==> config.mk <==
export PLATFORM = sky130hd
export DESIGN_NAME = hkps_emit
export DESIGN_NICKNAME = d
export VERILOG_FILES = /design/src/rtl/hkps_pkg.sv /design/src/rtl/hkps_emit.sv
export SDC_FILE = /design/constraint.sdc
export NUM_CORES = 1
export LEC_CHECK = 0
export ABC_AREA = 0
export BUFFER_PORTS_ARGS = -buffer_cell sky130_fd_sc_hd__buf_2
export CORE_ASPECT_RATIO = 0.7
export CORE_MARGIN = 2
export CORE_UTILIZATION = 29
export DETAILED_ROUTE_END_ITERATION = 10
export SYNTH_ARGS = -nofsm -noshare
export SYNTH_HDL_FRONTEND = slang
export SYNTH_SLANG_ARGS = --single-unit
==> constraint.sdc <==
create_clock -name clk -period 3.26 [get_ports clk]
set_clock_uncertainty 0.1 [all_clocks]
set_input_delay 0.489 -clock clk [delete_from_list [all_inputs] [get_ports clk]]
set_output_delay 0.489 -clock clk [all_outputs]
set_load 0.02 [all_outputs]
==> src/rtl/hkps_pkg.sv <==
// Shared types, constants and the control program for the HID to PS/2 scancode unit.
// Holds the set-2 key map and the microcode table; depends on nothing.
package hkps_pkg;

  localparam logic [7:0] SC_SHIFT  = 8'h12;
  localparam logic [7:0] SC_EXT    = 8'hE0;
  localparam logic [7:0] SC_BREAK  = 8'hF0;
  localparam logic [7:0] SC_DELETE = 8'h71;
  localparam logic [7:0] MOD_SHIFT_MASK = 8'h22;  // left and right shift modifier bits

  localparam int MAX_OUT = 33;
  localparam int CNT_W   = $clog2(MAX_OUT + 1);

  // configuration register indexes (paddr[2])
  localparam logic REG_REPEAT_DELAY = 1'b0;
  localparam logic REG_REPEAT_IVL   = 1'b1;

  typedef enum logic [3:0] {
    ST_IDLE, ST_SLOT_RD, ST_SLOT_SH, ST_SLOT_E0, ST_SLOT_CD,
    ST_SCAN_RD, ST_SCAN_TS, ST_SCAN_E0, ST_SCAN_F0, ST_SCAN_CD,
    ST_SH_F0, ST_SH_12, ST_FLUSH, ST_CLEAR
  } step_t;

  typedef enum logic [2:0] {
    K_IDLE, K_CLEAR, K_SLOT_RD, K_EMIT, K_SCAN_RD, K_SCAN_TEST, K_FLUSH
  } kind_t;

  typedef enum logic [2:0] {
    C_ALWAYS, C_SHIFT_MAKE, C_DEL_HIT, C_HIT, C_REL_DEL, C_SHIFT_BRK
  } cond_t;

  typedef enum logic [2:0] {
    B_SHIFT, B_EXT, B_BREAK, B_SLOT_CODE, B_SCAN_CODE
  } bsel_t;

  typedef struct packed {
    kind_t kind;
    cond_t cond;
    bsel_t bsel;
    logic  wr_inc;
    logic  wr_zero;
    logic  set_make;
    logic  clr_make;
    logic  adv_slot;
    logic  adv_scan;
    step_t nxt;
    step_t alt;   // taken at the end of a loop
  } uword_t;

  typedef struct packed {
    logic       push;
    logic       flush;
    logic [7:0] data;
  } emit_ctl_t;

  function automatic logic [7:0] set2_map(logic [7:0] k);
    logic [7:0] c;
    case (k)
      8'h04: c = 8'h1C; 8'h05: c = 8'h32; 8'h06: c = 8'h21; 8'h07: c = 8'h23;
      8'h08: c = 8'h24; 8'h09: c = 8'h2B; 8'h0A: c = 8'h34; 8'h0B: c = 8'h33;
      8'h0C: c = 8'h43; 8'h0D: c = 8'h3B; 8'h0E: c = 8'h42; 8'h0F: c = 8'h4B;
      8'h10: c = 8'h3A; 8'h11: c = 8'h31; 8'h12: c = 8'h44; 8'h13: c = 8'h4D;
      8'h14: c = 8'h15; 8'h15: c = 8'h2D; 8'h16: c = 8'h1B; 8'h17: c = 8'h2C;
      8'h18: c = 8'h3C; 8'h19: c = 8'h2A; 8'h1A: c = 8'h1D; 8'h1B: c = 8'h22;
      8'h1C: c = 8'h35; 8'h1D: c = 8'h1A;
      8'h1E: c = 8'h16; 8'h1F: c = 8'h1E; 8'h20: c = 8'h26; 8'h21: c = 8'h25;
      8'h22: c = 8'h2E; 8'h23: c = 8'h36; 8'h24: c = 8'h3D; 8'h25: c = 8'h3E;
      8'h26: c = 8'h46; 8'h27: c = 8'h45;
      8'h28: c = 8'h5A; 8'h29: c = 8'h76; 8'h2A: c = 8'h66; 8'h2B: c = 8'h0D;
      8'h2C: c = 8'h29; 8'h2D: c = 8'h4E; 8'h2E: c = 8'h55; 8'h2F: c = 8'h54;
      8'h30: c = 8'h5B; 8'h31: c = 8'h5D; 8'h33: c = 8'h4C; 8'h34: c = 8'h52;
      8'h35: c = 8'h0E; 8'h36: c = 8'h41; 8'h37: c = 8'h49; 8'h38: c = 8'h4A;
      8'h3A: c = 8'h05; 8'h3B: c = 8'h06; 8'h3C: c = 8'h04; 8'h3D: c = 8'h0C;
      8'h3E: c = 8'h03; 8'h3F: c = 8'h0B; 8'h40: c = 8'h83; 8'h41: c = 8'h0A;
      8'h42: c = 8'h01; 8'h43: c = 8'h09; 8'h44: c = 8'h78; 8'h45: c = 8'h07;
      8'h4C: c = 8'h71;
      8'h4F: c = 8'h74; 8'h50: c = 8'h6B; 8'h51: c = 8'h72; 8'h52: c = 8'h75;
      default: c = 8'h00;
    endcase
    return c;
  endfunction

  // control program: one word per step
  function automatic uword_t ucode(step_t s);
    uword_t w;
    w.kind = K_IDLE;  w.cond = C_ALWAYS; w.bsel = B_SHIFT;
    w.wr_inc = 1'b0;  w.wr_zero = 1'b0;  w.set_make = 1'b0; w.clr_make = 1'b0;
    w.adv_slot = 1'b0; w.adv_scan = 1'b0;
    w.nxt = ST_IDLE;  w.alt = ST_IDLE;
    case (s)
      ST_IDLE: begin
        w.nxt = ST_SLOT_RD;
      end
      ST_CLEAR: begin
        w.kind = K_CLEAR; w.alt = ST_IDLE;
      end
      ST_SLOT_RD: begin
        w.kind = K_SLOT_RD; w.nxt = ST_SLOT_SH; w.alt = ST_SCAN_RD;
      end
      ST_SLOT_SH: begin
        w.kind = K_EMIT; w.cond = C_SHIFT_MAKE; w.bsel = B_SHIFT;
        w.set_make = 1'b1; w.wr_inc = 1'b1; w.nxt = ST_SLOT_E0;
      end
      ST_SLOT_E0: begin
        w.kind = K_EMIT; w.cond = C_DEL_HIT; w.bsel = B_EXT; w.nxt = ST_SLOT_CD;
      end
      ST_SLOT_CD: begin
        w.kind = K_EMIT; w.cond = C_HIT; w.bsel = B_SLOT_CODE; w.adv_slot = 1'b1;
        w.nxt = ST_SLOT_RD; w.alt = ST_SCAN_RD;
      end
      ST_SCAN_RD: begin
        w.kind = K_SCAN_RD; w.nxt = ST_SCAN_TS;
      end
      ST_SCAN_TS: begin
        w.kind = K_SCAN_TEST; w.nxt = ST_SCAN_E0; w.alt = ST_SH_F0;
      end
      ST_SCAN_E0: begin
        w.kind = K_EMIT; w.cond = C_REL_DEL; w.bsel = B_EXT; w.nxt = ST_SCAN_F0;
      end
      ST_SCAN_F0: begin
        w.kind = K_EMIT; w.bsel = B_BREAK; w.wr_zero = 1'b1; w.nxt = ST_SCAN_CD;
      end
      ST_SCAN_CD: begin
        w.kind = K_EMIT; w.bsel = B_SCAN_CODE; w.adv_scan = 1'b1;
        w.nxt = ST_SCAN_RD; w.alt = ST_SH_F0;
      end
      ST_SH_F0: begin
        w.kind = K_EMIT; w.cond = C_SHIFT_BRK; w.bsel = B_BREAK; w.nxt = ST_SH_12;
      end
      ST_SH_12: begin
        w.kind = K_EMIT; w.cond = C_SHIFT_BRK; w.bsel = B_SHIFT; w.clr_make = 1'b1;
        w.nxt = ST_FLUSH;
      end
      ST_FLUSH: begin
        w.kind = K_FLUSH; w.nxt = ST_IDLE;
      end
      default: begin
        w.kind = K_IDLE; w.nxt = ST_IDLE;
      end
    endcase
    return w;
  endfunction

endpackage

==> src/rtl/hkps_emit.sv <==
// Output stage: one pending byte plus the output register, byte cap and last flag.
// Depends on hkps_pkg for emit_ctl_t, MAX_OUT and CNT_W.
module hkps_emit import hkps_pkg::*; (
  input  logic       clk,
  input  logic       rst_n,
  input  emit_ctl_t  ctl,
  input  logic       out_stall,
  output logic       hold,
  output logic       out_valid,
  output logic [7:0] out_scancode,
  output logic       out_last
);

  logic             pend_v_r, pend_v_nxt;
  logic [7:0]       pend_r, pend_nxt;
  logic [CNT_W-1:0] n_r, n_nxt;
  logic             ov_r, ov_nxt;
  logic [7:0]       ob_r, ob_nxt;
  logic             ol_r, ol_nxt;
  logic             can_push, push_eff, move;

  assign can_push = !ov_r || !out_stall;
  // drop bytes once the per-tick cap is reached; the pending byte stays the final one
  assign push_eff = ctl.push && (n_r < CNT_W'(MAX_OUT));
  assign move     = pend_v_r && (push_eff || ctl.flush);
  assign hold     = move && !can_push;

  always_comb begin
    pend_v_nxt = pend_v_r;
    pend_nxt   = pend_r;
    n_nxt      = n_r;
    ov_nxt     = ov_r;
    ob_nxt     = ob_r;
    ol_nxt     = ol_r;
    if (ov_r && !out_stall) begin
      ov_nxt = 1'b0;
    end
    if (move && can_push) begin
      ov_nxt = 1'b1;
      ob_nxt = pend_r;
      ol_nxt = ctl.flush;
    end
    if (!hold) begin
      if (push_eff) begin
        pend_nxt   = ctl.data;
        pend_v_nxt = 1'b1;
        n_nxt      = n_r + CNT_W'(1);
      end else if (ctl.flush) begin
        pend_v_nxt = 1'b0;
        n_nxt      = '0;
      end
    end
  end

  always_ff @(posedge clk) begin
    if (!rst_n) begin
      pend_v_r <= 1'b0;
      n_r      <= '0;
      ov_r     <= 1'b0;
    end else begin
      pend_v_r <= pend_v_nxt;
      n_r      <= n_nxt;
      ov_r     <= ov_nxt;
    end
  end

  always_ff @(posedge clk) begin
    pend_r <= pend_nxt;
    ob_r   <= ob_nxt;
    ol_r   <= ol_nxt;
  end

  assign out_valid    = ov_r;
  assign out_scancode = ob_r;
  assign out_last     = ol_r;

endmodule

Yosys cells after proc, flatten, opt, wreduce, memory -nomap -nowiden
Cells that the tools add are included.

Register bits: 25. Bits in latches: 0. RAM bits: 0. ROM bits: 0. Input port bits: 13. Output and inout port bits: 11. Logic and storage cells: 29. Memories: 0.

Add/subtract/negate cells: 1. Multipliers: 0. Div/mod/pow operators: 0. Order comparisons: 1. Equal/unequal tests: 0. Shift-type cells: 0. Multiplexer cells: 6. Bitwise logic cells: 1. Reduce and logical (&&, ||, !) cells: 14.

Operators with widths (count): two-way mux 6 bit (2); adder 6 x 1 -> 6 bit, second input constant (1); less-than comparator 6 bit, second input constant (1); logical AND 1 bit (5); two-way mux 1 bit (4); AND reduction 2 bit (2); nonzero test 2 bit (2); zero test 1 bit (3); logical OR 1 bit (2); NOT 1 bit (1).

Longest topological paths before layout
Gate-level depths: netlist (run 1).

Word-level depth: 7. Gate-level depth with buffers: 6. Gate-level depth less buffers: 6.

Least setup slack after synthesis (run 1)
No wires, ideal clock.

Path kind: flip-flop to flip-flop. From: register n_r[0]. To: register ol_r (netlist: out_last) (enable). Arrival: 1.987 ns. Required time: 2.782 ns. Path slack: 0.795 ns. Cell stages (with the launch flop): 7. Cells stage by stage: dfxtp_1 inv_1 ha_1 or4b_4 a21boi_0 o21ai_0 a21oi_1.

Cells in the longest elaborated chain, start to end: 5.

RTL lines: start: declaration (line hkps_emit.sv:16) `logic [CNT_W-1:0] n_r, n_nxt;`; start signal: assignment (line hkps_emit.sv:62) `n_r <= n_nxt;`; less-than comparator 6 bit (line hkps_emit.sv:24) `assign push_eff = ctl.push && (n_r < CNT_W'(MAX_OUT));`; logical AND 1 bit (line hkps_emit.sv:24); logical OR 1 bit (line hkps_emit.sv:25) `assign move = pend_v_r && (push_eff || ctl.flush);`; logical AND 1 bit (line hkps_emit.sv:25); logical AND 1 bit (line hkps_emit.sv:38) `if (move && can_push) begin`; end signal: assignment (line hkps_emit.sv:70) `ol_r <= ol_nxt;`; end: declaration (line hkps_emit.sv:19) `logic ol_r, ol_nxt;`.

No other way between the ends. A chain may end at the register's enable or synchronous reset.

Worst setup path in the final report (run 1)
From: register n_r[0]. To: output port hold.

Cells in the longest elaborated chain, start to end: 5.

RTL lines: less-than comparator 6 bit (line hkps_emit.sv:24); logical AND 1 bit (line hkps_emit.sv:24); logical OR 1 bit (line hkps_emit.sv:25); logical AND 1 bit (line hkps_emit.sv:25); logical AND 1 bit (line hkps_emit.sv:26) `assign hold = move && !can_push;`; end: declaration (line hkps_emit.sv:8) `output logic hold,`.

No other way between the ends.

==> results.sh, run 1 <==
export IMPL_cts_buffers=3
export IMPL_overflow=0
export IMPL_antenna_found_initial=0
export IMPL_syn_num_nets=85
export IMPL_avgSynthCellArea_um2=13.7
export IMPL_synth_most_common_cell="edfxtp_1"
export IMPL_synth_top_cell_area_share_pct=53.3
export IMPL_start_kind="flip-flop"
export IMPL_fin_tns_setup_ns=0
export IMPL_cts_root_buffer="clkbuf_8"
export IMPL_die_h_um=52.1
export IMPL_power_density_nw_per_um2=501
export IMPL_criticalPathCategory="reg -> out"
export IMPL_power_total_uw=588
export IMPL_fin_crit_sh_pct=83.0
export IMPL_dp_hpwl_um=1240
export IMPL_wl_per_cell_um=11.9
export IMPL_dr_pass1_iters=4
export IMPL_chipWidth_um=72.7
export IMPL_fmax_mhz=369
export IMPL_ys_ff_latch=25
export IMPL_drc_errors=0
export IMPL_holdBufCountCts=0
export IMPL_grt_use_met1_pct=11.0
export IMPL_cp_end_kind="output pin"
export IMPL_arrival_ns=2.12
export IMPL_r2r_slack_ns=0.89
export IMPL_cts_tree="done"
export IMPL_coreArea_um2=3150
export IMPL_synthTopCellsByArea="edfxtp_1, dfxtp_1, ha_1"
export IMPL_synth_cells=70
export IMPL_grt_pass1_vias=547
export IMPL_ys_types=22
export IMPL_die_area_um2=3780
export IMPL_rows=17
export IMPL_ys_seq_area_share_pct=70.1
export IMPL_synth_ff_type="edfxtp_1"
export IMPL_netlist_area_um2=957
export IMPL_hp_class="in -> reg"
export IMPL_clk_insertion_delay_late_ns=0.26
export IMPL_final_hold_violation_count=0
export IMPL_drtAntennaViolNets=0
export IMPL_drv_slew=0
export IMPL_met2_usage_pct=14.2
export IMPL_rsz0062_at_grt="no"
export IMPL_regArea_um2=671
export IMPL_synth_common_cells="edfxtp_1, dfxtp_1, nand2_1, nor2_1"
export IMPL_final_layout_size_suffix_gt1_share_pct=31.6
export IMPL_cts_reportedPaths_clkPinSlew_ns=0.08
export IMPL_nFillCells=303
export IMPL_cts_resized_gates=0
export IMPL_finalNetCount=114
export IMPL_critPathRequiredTime_ns=2.67
export IMPL_grt_max_degree=15
export IMPL_p_leak_nw=0.484
export IMPL_utilization_pct=37.3
export IMPL_max_slew_margin_pct=68.9
export IMPL_port_buffer_count=23
export IMPL_syn2layout_area_growth_pct=22.6
export IMPL_place_congestion=0.795
export IMPL_grt_busiest_layer="met2"
export IMPL_tightest_slew_ns=0.463
export IMPL_gr_usage_met3_pct=4.07
export IMPL_synth_warnings=0
export IMPL_min_period_ns=2.71
export IMPL_synth_edf_count=17
export IMPL_synth_top_area_cell="edfxtp_1"
export IMPL_routed_wl_um=1620
export IMPL_drt_iter0_drc=25
export IMPL_vias_per_cell=4.38
export IMPL_async_reset_ff_share_pct=0
export IMPL_clock_path_buffers=2
export IMPL_postCtsSetupBuffers=0
export IMPL_clkSinkCount=25
export IMPL_boundaryPins=24
export IMPL_status="completed"
export IMPL_irDropWorstVdd_mv=0.232
export IMPL_start_util_pct=30.4
export IMPL_finalSetupViolations=0
export IMPL_via_count=596
export IMPL_drv_cap=0
export IMPL_grtUsageTotal_pct=9.11
export IMPL_grt_pass1_wl_um=2510
export IMPL_htreeDepth=1
export IMPL_multi_input_area_um2=272
export IMPL_critPathMaxFanout=5
export IMPL_diodes=0
-- logic make-up (layout without fill, tap and decap cells) --
group | after synthesis | count (layout) | share of synthesized area, %
DFF | 25 | 25 | 70.1
and+or+nand+nor | 22 | 22 | 12.3
AOI/OAI and AO/OA | 14 | 14 | 10.5
buffers and inverters | 4 | 32 | 1.57
adders and majority gates | 2 | 2 | 2.61
muxes | 2 | 2 | 2.09
xor gates and xnor gates | 1 | 1 | 0.915
-- power breakdown --
part	switching (mW)	leakage [nW]	internal, mW
combinational	0.0302	0.231	0.0204
clock	0.0907	0.0255	0.0852
sequential	0.00621	0.227	0.355
-- layout make-up --
class	instances	share of cell area [%]
clock inverter	1	0.426
inverter	4	1.28
tap	38	4.05
clock buffer	3	3.52
multi-input combinational	41	23.1
sequential	25	57.1
timing repair buffer	24	10.4
-- metal layers --
layer	part of all wire, %	vias to the layer above	wire length [µm]
li1	-	318	-
met1	47	267	754
met2	48	9	774
met3	4.1	2	66
met4	1.5	0	25
met5	0	-	0
-- placed cells by master (no fill, tap or decap), types with 2 or more instances in the layout --
| cell | synthesis | layout |
|---|---|---|
| a211o_1 | 2 | 2 |
| a21oi_1 | 4 | 4 |
| a22o_1 | 2 | 2 |
| a22oi_1 | 2 | 2 |
| and3_1 | 3 | 3 |
| buf_2 | 0 | 23 |
| clkbuf_8 | 0 | 3 |
| dfxtp_1 | 8 | 8 |
| edfxtp_1 | 17 | 17 |
| ha_1 | 2 | 2 |
| inv_1 | 4 | 4 |
| mux2i_1 | 2 | 2 |
| nand2_1 | 5 | 5 |
| nand3_1 | 4 | 4 |
| nor2_1 | 5 | 5 |
| o21ai_0 | 2 | 2 |
-- worst paths after layout --
check                                    startpoint                        end  cells past startpoint
worst max-delay path            n_r[0]$_SDFFE_PN0P_                       hold                      7
worst min-delay path                         ctl[4]        pend_r[4]$_DFFE_PP_                      1
worst max register to register  n_r[0]$_SDFFE_PN0P_  out_scancode[6]$_DFFE_PP_                      7
worst min register to register  pend_r[5]$_DFFE_PP_  out_scancode[5]$_DFFE_PP_                      0
-- sequential cells by signal (all words and copies together), names as in the netlist --
register      cells
out_scancode      8
pend_r            8
n_r               6
out_last          1
out_valid         1
pend_v_r          1
-- stage by stage --
| stage | worst slack, ns | std cells | hold slack, ns | instance area [µm²] |
|---|---|---|---|---|
| finish | 0.553 | 136 | 0.295 | 1170 |
| global route | 0.398 | 136 | 0.282 | 1170 |
| CTS | 0.546 | 136 | 0.291 | 1170 |
| detailed placement | 0.842 | 132 | 0.307 | 1130 |
| global placement | 0.938 | 132 | 0.302 | 1130 |
| floorplan | 0.795 | 70 | 0.300 | 957 |
-- critical path: stages, from the launching register on --
cell      delay, ns
dfxtp_1        0.35
inv_1          0.08
ha_1           0.14
or4b_4         0.47
a21boi_0       0.42
nor2_1         0.08
nor2_1         0.14
buf_2          0.18
Power figures use the tool's default switching activity.
==> run 2, diff against run 1 <==
clock period = 2.4 ns   (was 3.26 ns; I/O delays follow)
==> results.sh, run 2 (synthesized netlist as in run 1, its figures left out) <==
export IMPL_p_int_uw=630
export IMPL_swShare_pct=22.7
export IMPL_postCtsSetupBuffers=0
export IMPL_dpl_instance_area_um2=1140
export IMPL_drc_errors=0
export IMPL_critPathRequiredTime_ns=1.94
export IMPL_clock_path_buffers=2
export IMPL_dp_hpwl_um=1220
export IMPL_power_density_nw_per_um2=682
export IMPL_p_leak_nw=0.485
export IMPL_rsz0062_at_grt="no"
export IMPL_grt_pass1_vias=637
export IMPL_drtAntennaViolNets=0
export IMPL_start_kind="flip-flop"
export IMPL_htreeDepth=1
export IMPL_cts_buffers=3
export IMPL_rows=17
export IMPL_stdcell_area_um2=1190
export IMPL_drt_iter0_drc=59
export IMPL_fin_crit_sh_pct=96.0
export IMPL_min_period_ns=2.30
export IMPL_final_layout_size_suffix_gt1_share_pct=35.4
export IMPL_utilization_pct=38.0
export IMPL_hold_end="pend_r[1]$_DFFE_PP_"
export IMPL_dp_slack_ns=0.233
export IMPL_cp_end_kind="output pin"
export IMPL_port_buffer_count=23
export IMPL_arrival_ns=1.84
export IMPL_mostFrequentLayoutCells="buf_2, edfxtp_1, dfxtp_1"
export IMPL_hp_start="ctl[1]"
export IMPL_wl_per_cell_um=12.0
export IMPL_pwr_share_comb_pct=8.9
export IMPL_antenna_found_initial=0
export IMPL_p_switching_uw=185
export IMPL_hp_class="in -> reg"
export IMPL_final_setup_worst_slack_ns=0.0954
export IMPL_diodes=0
export IMPL_drv_cap=0
export IMPL_criticalPathCategory="reg -> out"
export IMPL_overflow=0
export IMPL_routed_wl_um=1640
export IMPL_final_common_cell="buf_2"
export IMPL_start_util_pct=30.4
export IMPL_final_hold_violation_count=0
export IMPL_tightest_slew_ns=0.491
export IMPL_cts_tree="done"
export IMPL_grtUsageTotal_pct=9.88
export IMPL_dr_pass1_iters=4
export IMPL_fin_tns_setup_ns=0
export IMPL_cts_reportedPaths_clkPinSlew_ns=0.08
export IMPL_chipWidth_um=72.7
export IMPL_reg2reg_depth=8
export IMPL_max_slew_margin_pct=67.2
export IMPL_timing_rr_start="n_r[0]$_SDFFE_PN0P_"
export IMPL_drv_slew=0
export IMPL_vias_per_cell=4.71
export IMPL_die_area_um2=3780
export IMPL_fmax_mhz=434
export IMPL_syn2layout_area_growth_pct=24.8
export IMPL_pwr_share_clk_pct=30.8
export IMPL_clkSinkCount=25
export IMPL_grt_max_degree=16
export IMPL_boundaryPins=24
export IMPL_grt_pass1_wl_um=2660
export IMPL_regArea_um2=672
export IMPL_holdPathStages=1
export IMPL_die_h_um=52.1
export IMPL_r2r_slack_ns=0.32
export IMPL_clk_insertion_delay_late_ns=0.27
export IMPL_critPathMaxFanout=5
export IMPL_seq_power_share_pct=60.3
export IMPL_nFillCells=312
export IMPL_via_count=645
export IMPL_cts_root_buffer="clkbuf_8"
export IMPL_multi_input_area_um2=279
export IMPL_finalSetupViolations=0
export IMPL_holdWs_ns=0.158
export IMPL_coreArea_um2=3150
export IMPL_irDropWorstVdd_mv=0.229
export IMPL_finalNetCount=115
export IMPL_r2r_end="out_scancode[1]$_DFFE_PP_"
export IMPL_place_congestion=0.771
export IMPL_status="completed"
## run 2: metal layers
| metal | global-route usage (%) | routed length (µm) | up-vias |
|---|---|---|---|
| li1 | - | - | 319 |
| met1 | 10.7 | 698 | 307 |
| met2 | 15.8 | 814 | 14 |
| met3 | 2.91 | 69 | 5 |
| met4 | 8.95 | 55 | 0 |
| met5 | 0 | 0 | - |
## run 2: power by group through the flow
stage / combinational (mW) / sequential (mW) / clock, mW
finish: 0.0724 / 0.492 / 0.251
global placement: 0.0698 / 0.500 / 0
detailed placement: 0.0717 / 0.501 / 0
global route: 0.0788 / 0.494 / 0.276
floorplan: 0.0300 / 0.511 / 0
CTS: 0.0724 / 0.492 / 0.260
## run 2: how the worst max path moves through the flow
stage	from	to	slack [ns]	cells after the start
floorplan	n_r[0]$_SDFFE_PN0P_	out_last$_DFFE_PP_	0.12	6
global placement	n_r[0]$_SDFFE_PN0P_	out_scancode[5]$_DFFE_PP_	0.27	8
detailed placement	n_r[0]$_SDFFE_PN0P_	out_scancode[7]$_DFFE_PP_	0.23	8
CTS	n_r[0]$_SDFFE_PN0P_	hold	0.02	8
global route	n_r[0]$_SDFFE_PN0P_	hold	0.0006	8
finish	n_r[0]$_SDFFE_PN0P_	hold	0.1	8
## run 2: stage by stage
step                      std cells  total power [mW]
after floorplan                  70             0.541
after global placement          133             0.570
after detailed placement        133             0.573
after CTS                       137             0.824
after global routing            137             0.849
final                           137             0.815
## run 2: cell type report
cell class | instances | area share, %
multi-input combinational | 41 | 23.4
clock inverter | 1 | 0.628
timing repair buffer | 25 | 11.1
inverter | 4 | 1.26
clock buffer | 3 | 3.46
tap | 38 | 3.98
sequential | 25 | 56.2
## run 2: critical path: stages (launching register included)
cell and delay [ns]:
dfxtp_2 0.35, inv_1 0.07, ha_1 0.13, or4b_4 0.48, a21boi_2 0.13, buf_4 0.13, nor2_1 0.04, nor2_1 0.10
buf_4 0.15
## run 2: repair_timing
item	in CTS	in global routing
resized for setup	2	2
endpoints found under the setup margin	1	1
hold buffers	0	0
pin swaps	0	2
gates cloned	0	0
